$ cat config.mk
export PLATFORM = sky130hd
export DESIGN_NAME = sab_ctrl
export DESIGN_NICKNAME = d
export VERILOG_FILES = /design/src/rtl/sab_pkg.sv /design/src/rtl/sab_ctrl.sv
export SDC_FILE = /design/constraint.sdc
export NUM_CORES = 1
export LEC_CHECK = 0
export ABC_AREA = 1
export BUFFER_PORTS_ARGS = -buffer_cell sky130_fd_sc_hd__buf_2
export CELL_PAD_IN_SITES_DETAIL_PLACEMENT = 0
export CELL_PAD_IN_SITES_GLOBAL_PLACEMENT = 1
export CORE_AREA = 2 2 39 41
export DETAILED_ROUTE_END_ITERATION = 6
export DIE_AREA = 0 0 41 43
export HOLD_SLACK_MARGIN = 0.1
export PLACE_DENSITY = 0.54
export SLEW_MARGIN = 30
export SYNTH_ARGS = -nofsm -noshare
export SYNTH_HDL_FRONTEND = slang
export SYNTH_SLANG_ARGS = --single-unit
$ cat constraint.sdc
create_clock -name aclk -period 1.7 [get_ports aclk]
set_input_delay 0.34 -clock aclk [delete_from_list [all_inputs] [get_ports aclk]]
set_output_delay 0.34 -clock aclk [all_outputs]
set_load 0.01 [all_outputs]
$ cat src/rtl/sab_pkg.sv
// ----------------------------------------------------------------------------
// sab_pkg
// Shared types and constants for the sprite attribute builder.
// ----------------------------------------------------------------------------
package sab_pkg;

    localparam int TABLE_ENTRIES_DEF = 128;
    localparam int CURSOR_W          = 8;
    localparam int SLOT_W            = 7;
    localparam int ATTR_W            = 16;

    // Hidden slots park their sprite below the visible area.
    localparam logic [ATTR_W-1:0] HIDE_ATTR0 = 16'd236;
    localparam logic [ATTR_W-1:0] HIDE_ATTR1 = 16'd0;

    typedef enum logic [1:0] {
        REQ_START    = 2'd0,
        REQ_TEMPLATE = 2'd1,
        REQ_FINISH   = 2'd2,
        REQ_READ     = 2'd3
    } sab_req_t;

    typedef enum logic [1:0] {
        ST_IDLE,
        ST_READ,
        ST_HIDE
    } sab_state_t;

    typedef struct packed {
        logic accept;
        logic load_read;
        logic walk_step;
    } sab_cmd_t;

    typedef struct packed {
        logic hide_needed;
        logic walk_last;
    } sab_stat_t;

endpackage

$ cat src/rtl/sab_ctrl.sv
// ----------------------------------------------------------------------------
// sab_ctrl
// Sequencer for accept, read-back wait and the finish hide walk, plus the
// result valid flag.
// ----------------------------------------------------------------------------
module sab_ctrl
    import sab_pkg::*;
(
    input  logic       aclk,
    input  logic       aresetn,
    input  logic       s_valid,
    output logic       s_ready,
    input  logic [1:0] s_req_type,
    output logic       m_valid,
    input  logic       m_ready,
    output sab_cmd_t   cmd,
    input  sab_stat_t  stat
);

    sab_state_t state_reg, state_next;
    logic       m_valid_reg, m_valid_next;
    logic       out_free;
    sab_req_t   req;

    assign req      = sab_req_t'(s_req_type);
    assign out_free = !m_valid_reg || m_ready;

    always_comb begin
        state_next = state_reg;
        case (state_reg)
            ST_IDLE: begin
                if (cmd.accept && (req == REQ_READ)) begin
                    state_next = ST_READ;
                end else if (cmd.accept && (req == REQ_FINISH) && stat.hide_needed) begin
                    state_next = ST_HIDE;
                end
            end
            ST_READ: begin
                if (out_free) begin
                    state_next = ST_IDLE;
                end
            end
            ST_HIDE: begin
                if (stat.walk_last) begin
                    state_next = ST_IDLE;
                end
            end
            default: begin
                state_next = ST_IDLE;
            end
        endcase
    end

    always_comb begin
        s_ready       = 1'b0;
        cmd.accept    = 1'b0;
        cmd.load_read = 1'b0;
        cmd.walk_step = 1'b0;
        case (state_reg)
            ST_IDLE: begin
                s_ready    = out_free;
                cmd.accept = s_valid && out_free;
            end
            ST_READ: begin
                cmd.load_read = out_free;
            end
            ST_HIDE: begin
                cmd.walk_step = 1'b1;
            end
            default: begin
            end
        endcase
    end

    always_comb begin
        m_valid_next = m_valid_reg;
        if ((cmd.accept && (req != REQ_READ)) || cmd.load_read) begin
            m_valid_next = 1'b1;
        end else if (m_ready) begin
            m_valid_next = 1'b0;
        end
    end

    always_ff @(posedge aclk) begin
        if (!aresetn) begin
            state_reg   <= ST_IDLE;
            m_valid_reg <= 1'b0;
        end else begin
            state_reg   <= state_next;
            m_valid_reg <= m_valid_next;
        end
    end

    assign m_valid = m_valid_reg;

    a_read_wait: assert property (@(posedge aclk) disable iff (!aresetn)
        (cmd.accept && (req == REQ_READ)) |=> (state_reg == ST_READ) && !m_valid_reg)
        else $error("read beat did not wait for table data");

    a_walk_end: assert property (@(posedge aclk) disable iff (!aresetn)
        (state_reg == ST_HIDE && stat.walk_last) |=> state_reg == ST_IDLE)
        else $error("hide walk ran past table end");

    a_no_overwrite: assert property (@(posedge aclk) disable iff (!aresetn)
        (m_valid_reg && !m_ready) |-> !cmd.accept && !cmd.load_read)
        else $error("result register loaded while a beat is pending");

    a_finish_full: assert property (@(posedge aclk) disable iff (!aresetn)
        (cmd.accept && (req == REQ_FINISH) && !stat.hide_needed) |=> state_reg == ST_IDLE)
        else $error("hide walk started on a full table");

endmodule

Word level (Yosys, flattened, before mapping)
Cells that the tools add are included.

word-level totals
  output and inout port bits = 5
  register bits after elaboration = 3
  logic and storage cells = 32
  input bits = 8

operators by class
  reduce and logical (&&, ||, !) cells = 11
  eq/ne operators = 8
  muxes and demuxes = 11

operators by type and width
  kind                  number
  $mux W2               4
  $eq A2 B2 Y1 const B  3
  $mux W1               6
  $ne A2 B2 Y1 const B  3
  $pmux W2 S3           1
  $logic_and A1 B1 Y1   5
  $ne A3 B3 Y1 const B  1
  $reduce_and A3 Y1     1
  $eq A2 B1 Y1 const B  1
  $logic_not A2 Y1      1
  $logic_or A1 B1 Y1    2
  $reduce_bool A2 Y1    1
  $logic_not A1 Y1      1

Depth between registers and ports, before layout
Gate-level depths: netlist of the first run.

  depth after elaboration = 9
  mapped depth = 5

Least setup slack after synthesis of the first run
OpenSTA, ideal clock, no wires.

  path kind = reg2out
  start point = register state_reg[0]
  end point = output port cmd[2] (netlist bit)
  data required time = 1360 ps
  arrival = 839 ps
  cell stages (with the launch flop) = 4
  setup slack = 521 ps
  cell sequence = dfxtp_1 -> nor2_2 -> inv_1 -> nor3_1

RTL lines
  what                    RTL line        source
  from (decl)             sab_ctrl.sv:20  sab_state_t state_reg, state_next;
  from (signal assigned)  sab_ctrl.sv:89  state_reg <= state_next;
  to (decl)               sab_ctrl.sv:16  output sab_cmd_t cmd,

==> impl_summary.txt, run 1 <==
----------------------------------------------------
[GRT]
  Total gr overflow ... 0
  Global-route met1 utilization ... approximately 6.7%
  Vias in the first global route ... between 150 and 200
  Met3 track demand over resource ... 3.14%
  Busiest metal layer after global routing ... met4
  Pin count of the biggest net entering global routing ... 5
  Total global routing track utilization ... 6.11%
  Met2 usage ... 6.88%
  Initial antenna violation count ... 0
  Wire length of the first global-routing pass ... between 600 and 700 um

[Worst setup path]
  Timing startpoint of the critical path ... state_reg[0]$_SDFFE_PN0P_
  CP Buf/Inv Count ... 2
  Max Fanout on Critical Path ... 4
  Classification of the worst setup path ... reg -> out
  Nature of the critical path startpoint ... register
  Slowest stage cell on the critical path ... sky130_fd_sc_hd__dfxtp_1
  Worst Path Arrival ... 1.15 ns
  Cell type group with the largest total delay on the critical path ... simple AND/OR/NAND/NOR gates
  Cell-by-cell listing of the critical path ... nor2_2 -> inv_1 -> nor3_1 -> buf_2
  R2R Path Start ... state_reg[0]$_SDFFE_PN0P_
  Data required time of the worst path ... about 1.4 ns
  Critical Path Sink Type ... primary output
  CP max stage delay ... 0.34 ns

[Pwr]
  Share of power burned in the clock network ... between 50% and 60%
  Proportion of power drawn by flip-flops and latches ... 31.2%
  Proportion of total power due to net switching ... around 27%
  Total power density per cell area ... ~840 nW/um^2
  Net Sw Power ... roughly 66 uW
  Pint ... around 180 uW
  Worst vdd ir ... 0.000153 V
  Combinational share of power ... 16.8%
  Leakage power total ... approximately 0.17 nW

[Placed design]
  IO buf count ... 12
  HPWL after detailed placement ... 387 um
  Last weighted congestion value of the routability-driven placer ... 0.653
  Placed insts ... 59

[Finish]
  Multi-input logic area ... around 94 sq um
  Synthesis-to-finish area growth ... 56.7%
  Max reg flops ... 2
  Final std cells w/o fill ... 63
  Inserted Diodes ... 0
  Number of filler cells placed in the layout ... 164
  Area occupied by registers ... 60.1 sq um
  Final layout net count ... 56
  Fraction of layout cells with a size suffix above 1 ... 40.4%

[Timing]
  Final count of negative-setup-slack endpoints ... 0
  Unrepaired setup endpoints after global routing ... no
  Total Neg Setup Slack ... 0 ns
  Worst Tran Pin Value ... about 0.17 ns
  Final hold slack ... 0.371 ns
  Headroom to the max-slew limit ... 88.4%
  Portion of the clock cycle consumed by the worst path in the final layout ... 87.6%
  Final worst path period need ... 1.49 ns
  Achievable clock frequency ... 0.671 GHz
  Post-Route Skew ... 0.00680 ns
  Hold violation total from the final report ... 0
  Number of pins with negative max-slew slack in the final report ... 0

[CTS]
  Skew-Pair Late Insertion Delay ... 0.24 ns
  Clock tree from TritonCTS ... yes
  CTS clk-pin slew, worst paths ... 0.04 ns
  Cell chosen for the clock root ... sky130_fd_sc_hd__clkbuf_4
  Post-CTS repair timing setup buffer count ... 0
  Post-CTS resize count ... 0
  Number of sinks driven by the clock tree ... 3
  Level count of the clock H-tree ... 1
  CTS buffer count ... 3
  Max Root-Sink Buffers ... 2
  Cts-stage hold buffer count ... 0

[Route]
  WL per Instance ... 7.32 um
  Number of DRC markers in iteration 0 ... 2
  Via count ... 225
  Vias per cell ... 3.57
  Routed wire length ... 461 um
  Initial DRT Pass Iterations ... 4
  Remaining design rule violation count ... 0
  Post-route ant nets ... 0

[Run]
  Number of violations of the max-capacitance limit ... 0

[Floorplan]
  Core ar. ... 1380 sq um
  Placement row count ... 14
  Die Height ... ~43 um
  Starting density of the core ... 13.6%
  Area of the die ... 1760 sq um
  Die Span X ... just over 40 um
  I/O pin count ... 13

[Synth]
  Seq cells post-synth ... 3
  Synth cell types ... 11
  Post-Synthesis Cell Area ... about 190 sq um
  Syn Inst Count ... 31
  Average cell area after synthesis ... 6.05 sq um
  Count of synthesis-stage warnings from yosys ... 0
  Post-synthesis net count ... 39
  Fraction of the yosys area taken by sequential cells ... 32.0%

[Hold path]
  Worst hold-check path type ... in -> reg
  Hold Path Origin ... stat[0]

[Outcome]
  Outcome ... completed

----------------------------------------------------
==> cells in the final DEF, fill, tap and decap left out, drive strengths merged <==
| master | synthesis | layout |
|---|---|---|
| buf | 0 | 12 |
| nand3 | 2 | 2 |
| nor2 | 5 | 5 |
| a21oi | 4 | 4 |
| clkbuf | 0 | 4 |
| nand2 | 5 | 5 |
| inv | 9 | 9 |
| nand4 | 2 | 2 |
| nor3 | 1 | 1 |
| dfxtp | 3 | 3 |
==> metal layers <==
metal,wire length [um],vias to the layer above
met3,36,0
met4,0,0
met5,0,-
met2,198,9
li1,-,127
met1,227,89
==> cells by family (layout without fill, tap and decap cells) <==
logic type             count (synthesis)  count (layout)  synth area share, %
and+or+nand+nor                       15              15                 37.3
buffers and inverters                  9              25                 18.0
AOI/OAI and AO/OA                      4               4                 12.7
DFF                                    3               3                 32.0
==> power groups by stage <==
stage                     clock [mW]  combinational [mW]  sequential (mW)
final                          0.129              0.0414           0.0771
after global routing           0.141              0.0469           0.0777
after CTS                      0.134              0.0424           0.0772
after detailed placement           0              0.0423           0.0783
after global placement             0              0.0422           0.0783
after floorplan                    0              0.0223           0.0791
==> layout make-up <==
type / instances / share of cell area (%)
flip-flops and latches: 3 / 20.4
inverters: 9 / 11.5
repair buffers: 12 / 20.4
multi-input cells: 19 / 31.9
well taps: 16 / 6.81
clock buffers: 4 / 8.94
==> synth_stat cells (all sizes together) <==
master / instances / area [sq um]
inv: 9 / 33.8
nand2: 5 / 18.8
nor2: 5 / 23.8
a21oi: 4 / 23.8
dfxtp: 3 / 60.1
nand3: 2 / 10.0
nand4: 2 / 12.5
nor3: 1 / 5.00
==> worst min-delay path, delay by kind of cell <==
family                 cells  cell delay, ns
buffers and inverters      2            0.10
and+or+nand+nor            1            0.05
AOI/OAI and AO/OA          1            0.05
==> final timing paths <==
kind              slack [ns]  cells after the start                   endpoint
hold / removal          0.37                      4  state_reg[1]$_SDFFE_PN0P_
setup / recovery        0.21                      4                     cmd[2]
setup reg to reg        0.86                      3  state_reg[1]$_SDFFE_PN0P_
hold reg to reg         0.54                      2  state_reg[0]$_SDFFE_PN0P_
==> through the flow <==
| step | power (mW) | util [%] | worst slack, ns | instance area [sq um] |
|---|---|---|---|---|
| global route | 0.265 | 21.2 | 0.109 | 294 |
| global placement | 0.121 | 19.3 | 0.461 | 268 |
| CTS | 0.254 | 21.2 | 0.186 | 294 |
| finish | 0.247 | 21.2 | 0.211 | 294 |
| detailed placement | 0.121 | 19.3 | 0.449 | 268 |
| floorplan | 0.101 | - | 0.521 | 188 |
(Power assumes the default switching activity.)
==> run 2: changes to the inputs <==
--- a/config.mk
+++ b/config.mk
@@ -11,4 +11,5 @@
 export CELL_PAD_IN_SITES_GLOBAL_PLACEMENT = 1
 export CORE_AREA = 2 2 39 41
+export CTS_BUF_LIST = sky130_fd_sc_hd__clkbuf_4
 export DETAILED_ROUTE_END_ITERATION = 6
 export DIE_AREA = 0 0 41 43
==> constraint.sdc (replaced) <==
create_clock -name aclk -period 1.7 [get_ports aclk]
set_input_delay 0.34 -clock aclk [delete_from_list [all_inputs] [get_ports aclk]]
set_output_delay 0.34 -clock aclk [all_outputs]
set_load 0.005 [all_outputs]
==> run 2 against run 1 <==
Effect of this change: global-route usage is 0.72 points higher; non-clock buffer count unchanged; sequential cell count unchanged; first-iteration DRC count grew to 2.5 times the previous value; power grew 4.6%; wire length down 2.2%; count of clock-buffer cells in the layout stayed put; final area is 1.3% higher; cell count unchanged; critical endpoint unchanged; largest power group unchanged.
==> impl_summary.txt, run 2 (synthesis results as in run 1) <==
----------------------------------------------------
[Outcome]
  Outcome ... completed (unchanged)

[Floorplan]
  Core ar. ... 1380 sq um (unchanged)
  Area of the die ... 1760 sq um (unchanged)
  Placement row count ... 14 (unchanged)
  I/O pin count ... 13 (unchanged)
  Die Height ... 43 um (unchanged)
  Die Span X ... 41 um (unchanged)
  Starting density of the core ... 13.6% (unchanged)

[Route]
  WL per Instance ... 7.16 um (was 7.32 um)
  Initial DRT Pass Iterations ... 4 (unchanged)
  Via count ... 219 (was 225)
  Post-route ant nets ... 0 (unchanged)
  Number of DRC markers in iteration 0 ... 5 (was 2)
  Remaining design rule violation count ... 0 (unchanged)
  Routed wire length ... 451 um (was 461 um)
  Vias per cell ... 3.48 (was 3.57)

[Timing]
  Hold violation total from the final report ... 0 (unchanged)
  Portion of the clock cycle consumed by the worst path in the final layout ... 86.3% (was 87.6%)
  Unrepaired setup endpoints after global routing ... no (unchanged)
  Headroom to the max-slew limit ... 88.4% (about the same)
  Setup slack after layout ... 0.232 ns (was 0.211 ns)
  Final worst path period need ... 1.47 ns (was 1.49 ns)
  Achievable clock frequency ... 0.681 GHz (was 0.671 GHz)
  Final count of negative-setup-slack endpoints ... 0 (unchanged)
  Worst Tran Pin Value ... 0.174 ns (was 0.173 ns)
  Post-Route Skew ... 0.000844 ns (was 0.00680 ns)
  Total Neg Setup Slack ... 0 ns (unchanged)
  Number of pins with negative max-slew slack in the final report ... 0 (unchanged)

[CTS]
  Cell chosen for the clock root ... sky130_fd_sc_hd__clkbuf_4 (unchanged)
  Post-CTS resize count ... 0 (unchanged)
  Post-CTS repair timing setup buffer count ... 0 (unchanged)
  Clock tree from TritonCTS ... yes (unchanged)
  CTS clk-pin slew, worst paths ... 0.04 ns (about the same)
  Max Root-Sink Buffers ... 2 (unchanged)
  Number of sinks driven by the clock tree ... 3 (unchanged)
  Cts-stage hold buffer count ... 0 (unchanged)
  Skew-Pair Late Insertion Delay ... 0.23 ns (was 0.24 ns)
  Level count of the clock H-tree ... 1 (unchanged)
  CTS buffer count ... 3 (unchanged)

[Placed design]
  Post-placement setup slack ... 0.461 ns (was 0.449 ns)
  Last weighted congestion value of the routability-driven placer ... 0.649 (was 0.653)
  Placed insts ... 59 (unchanged)
  IO buf count ... 12 (unchanged)
  HPWL after detailed placement ... 379 um (was 387 um)

[Pwr]
  Leakage power total ... 0.172 nW (was 0.169 nW)
  Pint ... 197 uW (was 181 uW)
  Combinational share of power ... 14.9% (was 16.8%)
  Proportion of total power due to net switching ... 23.9% (was 26.8%)
  Overall power after layout ... 259 uW (was 247 uW)
  Total power density per cell area ... 868 nW/um^2 (was 841 nW/um^2)
  Net Sw Power ... 61.9 uW (was 66.1 uW)
  Worst vdd ir ... 0.000266 V (was 0.000153 V)
  Proportion of power drawn by flip-flops and latches ... 29.8% (was 31.2%)
  Share of power burned in the clock network ... 55.2% (was 52.0%)

[GRT]
  Vias in the first global route ... 190 (was 182)
  Met2 usage ... 7.19% (was 6.88%)
  Total gr overflow ... 0 (unchanged)
  Busiest metal layer after global routing ... met4 (unchanged)
  Initial antenna violation count ... 0 (unchanged)
  Total global routing track utilization ... 6.83% (was 6.11%)
  Pin count of the biggest net entering global routing ... 5 (unchanged)
  Wire length of the first global-routing pass ... 703 um (was 641 um)
  Met3 track demand over resource ... 4.71% (was 3.14%)
  Global-route met1 utilization ... 7.72% (was 6.69%)

[Run]
  Number of violations of the max-capacitance limit ... 0 (unchanged)

[Finish]
  Max reg flops ... 2 (unchanged)
  Most frequent standard cell in the layout excluding fill and tap cells ... sky130_fd_sc_hd__buf_2 (unchanged)
  Final layout net count ... 56 (unchanged)
  Post-route core utilization ... 21.5% (was 21.2%)
  Commonest non-fill, non-tap cells in the layout ... 12 x sky130_fd_sc_hd__buf_2, 8 x sky130_fd_sc_hd__inv_1, 5 x sky130_fd_sc_hd__nand2_1, 4 x sky130_fd_sc_hd__clkbuf_4 (was 12 x sky130_fd_sc_hd__buf_2, 8 x sky130_fd_sc_hd__inv_1, 5 x sky130_fd_sc_hd__nand2_1)
  Fraction of layout cells with a size suffix above 1 ... 42.6% (was 40.4%)
  Synthesis-to-finish area growth ... 58.7% (was 56.7%)
  Final std cells w/o fill ... 63 (unchanged)
  Inserted Diodes ... 0 (unchanged)

[Hold path]
  Number of cells traversed by the worst hold path ... 3 (was 4)
  Worst hold-check path type ... in -> reg (unchanged)
  Terminating pin of the worst hold path ... m_valid$_SDFFE_PN0P_ (was state_reg[1]$_SDFFE_PN0P_)
  Hold Path Origin ... aresetn (was stat[0])

[Worst setup path]
  Minimum setup slack among reg-to-reg paths ... 0.86 ns (about the same)
  Worst Path Arrival ... 1.13 ns (was 1.15 ns)
  Nature of the critical path startpoint ... register (unchanged)
  Capture instance of the worst register-to-register path ... state_reg[0]$_SDFFE_PN0P_ (was state_reg[1]$_SDFFE_PN0P_)
  Critical Path Sink Type ... primary output (unchanged)
  Classification of the worst setup path ... reg -> out (unchanged)
  Max Fanout on Critical Path ... 4 (unchanged)
  R2R Path Start ... state_reg[0]$_SDFFE_PN0P_ (unchanged)
  Worst R2R Path Depth ... 3 (unchanged)
  Data required time of the worst path ... 1.36 ns (about the same)

----------------------------------------------------
## run 2: changes by cell type in the layout (fill, tap and decap cells not counted)
cell	previous run	this run
sky130_fd_sc_hd__clkbuf_1	1	0
sky130_fd_sc_hd__clkbuf_4	3	4
## run 2: how the worst max path moves through the flow
| stage | startpoint | to | slack [ns] |
|---|---|---|---|
| after floorplan | state_reg[0]$_SDFFE_PN0P_ | cmd[2] | 0.62 |
| after global placement | state_reg[0]$_SDFFE_PN0P_ | cmd[2] | 0.47 |
| after detailed placement | state_reg[0]$_SDFFE_PN0P_ | cmd[2] | 0.46 |
| after CTS | state_reg[0]$_SDFFE_PN0P_ | cmd[2] | 0.21 |
| after global routing | state_reg[0]$_SDFFE_PN0P_ | cmd[2] | 0.14 |
| final | state_reg[0]$_SDFFE_PN0P_ | cmd[2] | 0.23 |
## run 2: layer usage
metal	wire length, um	up-vias	part of all wire [%]
met5	0	-	0
met4	0	0	0
met3	57	0	13
met2	181	11	40
met1	212	82	47
li1	-	126	-
## run 2: through the flow
step | instance area [sq um] | hold slack [ns]
after floorplan | 188 | 0.491
after global placement | 268 | 0.532
after detailed placement | 268 | 0.540
after CTS | 298 | 0.358
after global routing | 298 | 0.400
final | 298 | 0.368
## run 2: critical path, stage by stage, from the launching register on
cell,delay (ns)
sky130_fd_sc_hd__dfxtp_1,0.33
sky130_fd_sc_hd__nor2_2,0.19
sky130_fd_sc_hd__inv_1,0.08
sky130_fd_sc_hd__nor3_1,0.16
sky130_fd_sc_hd__buf_2,0.13
## run 2: layout make-up
type,count,area [sq um]
repair buffers,12,60.1
inverters,9,33.8
clock buffers,4,30.0
well taps,16,20.0
multi-input cells,19,93.8
fillers,167,1090
flip-flops and latches,3,60.1
## run 2: power groups by stage
stage / sequential (mW) / combinational [mW] / clock (mW)
floorplan: 0.0783 / 0.0201 / 0
global placement: 0.0783 / 0.0392 / 0
detailed placement: 0.0783 / 0.0391 / 0
CTS: 0.0772 / 0.0392 / 0.149
global route: 0.0777 / 0.0444 / 0.152
finish: 0.0771 / 0.0387 / 0.143
==> run 3: changes to the inputs <==
ABC_AREA = default   (was 1)
PLACE_DENSITY = 0.51   (was 0.54)
==> run 3 against run 2 <==
Effect of this change: maximum frequency shrank 2.1%; count of clock-buffer cells in the layout is the same; synthesized cell count shrank 32%; area after synthesis grew 3.3%; power grew 0.58%; setup slack lost 0.031 ns; register-to-register slack lost 0.10 ns.
==> impl_summary.txt, run 3 <==
----------------------------------------------------
[Synth]
  Number of enable flip-flop cells after synthesis ... 0 (unchanged)
  Post-Synthesis Cell Area ... 194 sq um (was 188 sq um)
  Post-Synth Simple-Gate Area ... 52.9% (was 37.3%)
  Seq cells post-synth ... 3 (unchanged)
  Ranking of synthesized cells by instance count ... 3 x sky130_fd_sc_hd__dfxtp_1, 3 x sky130_fd_sc_hd__nor2b_1, 2 x sky130_fd_sc_hd__nand2_1, 2 x sky130_fd_sc_hd__nand2b_1, 2 x sky130_fd_sc_hd__nor3b_2 (was 8 x sky130_fd_sc_hd__inv_1, 5 x sky130_fd_sc_hd__nand2_1, 3 x sky130_fd_sc_hd__a21oi_1, 3 x sky130_fd_sc_hd__dfxtp_1, 3 x sky130_fd_sc_hd__nor2_1)
  Xor and xnor fraction of the mapped netlist area ... 0% (unchanged)
  Share of the synthesized area in the top cell type ... 31.0% (was 32.0%)
  Synth cell types ... 14 (was 11)
  Cell type with the largest total area after synthesis ... sky130_fd_sc_hd__dfxtp_1 (unchanged)
  Cell types with the largest area share after synthesis ... sky130_fd_sc_hd__dfxtp_1 31%, sky130_fd_sc_hd__nor3b_2 13%, sky130_fd_sc_hd__nor2b_1 9.7%, sky130_fd_sc_hd__nor2b_4 7.1%, sky130_fd_sc_hd__nand2b_1 6.5% (was sky130_fd_sc_hd__dfxtp_1 32%, sky130_fd_sc_hd__inv_1 16%, sky130_fd_sc_hd__nand2_1 10%, sky130_fd_sc_hd__a21oi_1 8.0%, sky130_fd_sc_hd__nand4_1 6.7%)
  Fraction of the yosys area taken by sequential cells ... 31.0% (was 32.0%)
  Count of synthesis-stage warnings from yosys ... 0 (unchanged)
  Fraction of registers with async set or reset after synthesis ... 0% (unchanged)
  Post-synthesis net count ... 29 (was 39)
  Syn Inst Count ... 21 (was 31)
  Share of the synthesized area in compound gates (AO/OA/AOI/OAI) ... 16.1% (was 12.7%)
  Area share of fa/ha/maj cells after synthesis ... 0% (unchanged)
  Fraction of synthesized area in multiplexers ... 0% (unchanged)
  Top flip-flop cell by instance count after synthesis ... sky130_fd_sc_hd__dfxtp_1 (unchanged)
  Dominant combinational cell family by area after synthesis ... simple AND/OR/NAND/NOR gates (unchanged)
  Average cell area after synthesis ... 9.24 sq um (was 6.05 sq um)

[Placed design]
  Last weighted congestion value of the routability-driven placer ... 0.690 (was 0.649)
  IO buf count ... 12 (unchanged)
  Placement-stage cell area ... 274 sq um (was 268 sq um)

[Run]
  Number of violations of the max-capacitance limit ... 0 (unchanged)

[Worst setup path]
  Classification of the worst setup path ... reg -> out (unchanged)
  Nature of the critical path startpoint ... register (unchanged)
  Minimum setup slack among reg-to-reg paths ... 0.76 ns (was 0.86 ns)
  Max Fanout on Critical Path ... 4 (unchanged)
  Data required time of the worst path ... 1.36 ns (about the same)
  Critical Path Sink Type ... primary output (unchanged)
  Worst Path Arrival ... 1.16 ns (was 1.13 ns)

[Route]
  Vias per cell ... 3.92 (was 3.48)
  Number of DRC markers in iteration 0 ... 2 (was 5)
  Initial DRT Pass Iterations ... 4 (unchanged)
  Routed wire length ... 538 um (was 451 um)
  Remaining design rule violation count ... 0 (unchanged)
  Post-route ant nets ... 0 (unchanged)
  WL per Instance ... 10.2 um (was 7.16 um)
  Via count ... 208 (was 219)

[Floorplan]
  Die Height ... 43 um (unchanged)
  I/O pin count ... 13 (unchanged)
  Area of the die ... 1760 sq um (unchanged)
  Core ar. ... 1380 sq um (unchanged)
  Placement row count ... 14 (unchanged)
  Die Span X ... 41 um (unchanged)
  Starting density of the core ... 14.0% (was 13.6%)

[CTS]
  Cts-stage hold buffer count ... 0 (unchanged)
  Skew-Pair Late Insertion Delay ... 0.24 ns (was 0.23 ns)
  Post-CTS repair timing setup buffer count ... 0 (unchanged)
  Number of sinks driven by the clock tree ... 3 (unchanged)
  Level count of the clock H-tree ... 1 (unchanged)
  Max Root-Sink Buffers ... 2 (unchanged)
  Clock tree from TritonCTS ... yes (unchanged)
  CTS buffer count ... 3 (unchanged)
  CTS clk-pin slew, worst paths ... 0.04 ns (about the same)
  Cell chosen for the clock root ... sky130_fd_sc_hd__clkbuf_4 (unchanged)
  Post-CTS resize count ... 0 (unchanged)

[Timing]
  Achievable clock frequency ... 0.667 GHz (was 0.681 GHz)
  Portion of the clock cycle consumed by the worst path in the final layout ... 88.2% (was 86.3%)
  Post-Route Skew ... 0.00163 ns (was 0.000844 ns)
  Total Neg Setup Slack ... 0 ns (unchanged)
  Worst Tran Pin Value ... 0.239 ns (was 0.174 ns)
  Final count of negative-setup-slack endpoints ... 0 (unchanged)
  Number of pins with negative max-slew slack in the final report ... 0 (unchanged)
  Hold violation total from the final report ... 0 (unchanged)
  Final worst path period need ... 1.50 ns (was 1.47 ns)
  Unrepaired setup endpoints after global routing ... no (unchanged)
  Headroom to the max-slew limit ... 83.9% (was 88.4%)
  Final hold slack ... 0.362 ns (was 0.368 ns)

[Pwr]
  Worst vdd ir ... 0.000207 V (was 0.000266 V)
  Total power density per cell area ... 856 nW/um^2 (was 868 nW/um^2)
  Leakage power total ... 0.136 nW (was 0.172 nW)

[Finish]
  Final Instance Area ... 304 sq um (was 298 sq um)
  Commonest non-fill, non-tap cells in the layout ... 12 x sky130_fd_sc_hd__buf_2, 4 x sky130_fd_sc_hd__clkbuf_4, 3 x sky130_fd_sc_hd__nor2b_1, 3 x sky130_fd_sc_hd__dfxtp_1 (was 12 x sky130_fd_sc_hd__buf_2, 8 x sky130_fd_sc_hd__inv_1, 5 x sky130_fd_sc_hd__nand2_1, 4 x sky130_fd_sc_hd__clkbuf_4)
  Most frequent standard cell in the layout excluding fill and tap cells ... sky130_fd_sc_hd__buf_2 (unchanged)
  Number of filler cells placed in the layout ... 161 (was 167)
  Post-route core utilization ... 22.0% (was 21.5%)
  Inserted Diodes ... 0 (unchanged)
  Synthesis-to-finish area growth ... 56.8% (was 58.7%)
  Final layout net count ... 46 (was 56)
  Max reg flops ... 2 (unchanged)
  Fraction of layout cells with a size suffix above 1 ... 51.4% (was 42.6%)

[GRT]
  Initial antenna violation count ... 0 (unchanged)
  Total gr overflow ... 0 (unchanged)
  Pin count of the biggest net entering global routing ... 8 (was 5)
  Wire length of the first global-routing pass ... 890 um (was 703 um)
  Vias in the first global route ... 225 (was 190)
  Total global routing track utilization ... 8.32% (was 6.83%)

[Outcome]
  Outcome ... completed (unchanged)

[Hold path]
  Worst hold-check path type ... in -> reg (unchanged)

----------------------------------------------------
## run 3: cell count changes after synthesis, sizes merged, moves of 2 or more
cell	delta
nand2b	+2
inv	-9
nor3b	+3
a21oi	-3
nor2b	+4
nand2	-3
nand3	-2
nor2	-5
## run 3: cell families (layout without fill, tap and decap cells)
logic type | after synthesis | count (layout)
and+or+nand+nor | 14 | 14
AOI/OAI and AO/OA | 4 | 4
DFF | 3 | 3
buffers and inverters | 0 | 16
## run 3: power by group
part	switching, mW	internal (mW)
logic	0.0159	0.0216
registers	0.00366	0.0740
clock network	0.0409	0.104
total	0.0605	0.200
## run 3: critical path: stages (launching register included)
cell and delay, ns:
sky130_fd_sc_hd__dfxtp_1 0.31, sky130_fd_sc_hd__nor2b_4 0.14, sky130_fd_sc_hd__nor3_1 0.20, sky130_fd_sc_hd__and2_1 0.17
sky130_fd_sc_hd__buf_2 0.10
## run 3: path summary, 6_finish.rpt
| path | from | end | cells after the start |
|---|---|---|---|
| hold / removal | aresetn | state_reg[0]$_SDFFE_PN0P_ | 3 |
| setup reg to reg | state_reg[1]$_SDFFE_PN0P_ | state_reg[1]$_SDFFE_PN0P_ | 3 |
| setup / recovery | m_valid$_SDFFE_PN0P_ | cmd[2] | 4 |
| hold reg to reg | state_reg[0]$_SDFFE_PN0P_ | state_reg[0]$_SDFFE_PN0P_ | 2 |
## run 3: per-layer routing
layer,GRT usage [%],up-vias,wire (um)
met2,9.38,13,188
met5,0,-,0
li1,-,109,-
met4,10.0,0,17
met3,4.71,2,74
met1,9.29,84,257
## run 3: metrics by stage
step,total power [mW],setup slack [ns],cells
4_1_cts,0.268,0.202,53
2_1_floorplan,0.0958,0.547,21
3_3_place_gp,0.116,0.419,49
5_1_grt,0.278,0.157,53
3_5_place_dp,0.116,0.407,49
6_report,0.260,0.201,53
## run 3: final cells by class
type | instances | area [sq um] | share of cell area (%)
clock buffer | 4 | 30.0 | 9.88
multi-input combinational | 18 | 134 | 44.0
sequential | 3 | 60.1 | 19.8
tap | 16 | 20.0 | 6.58
timing repair buffer | 12 | 60.1 | 19.8
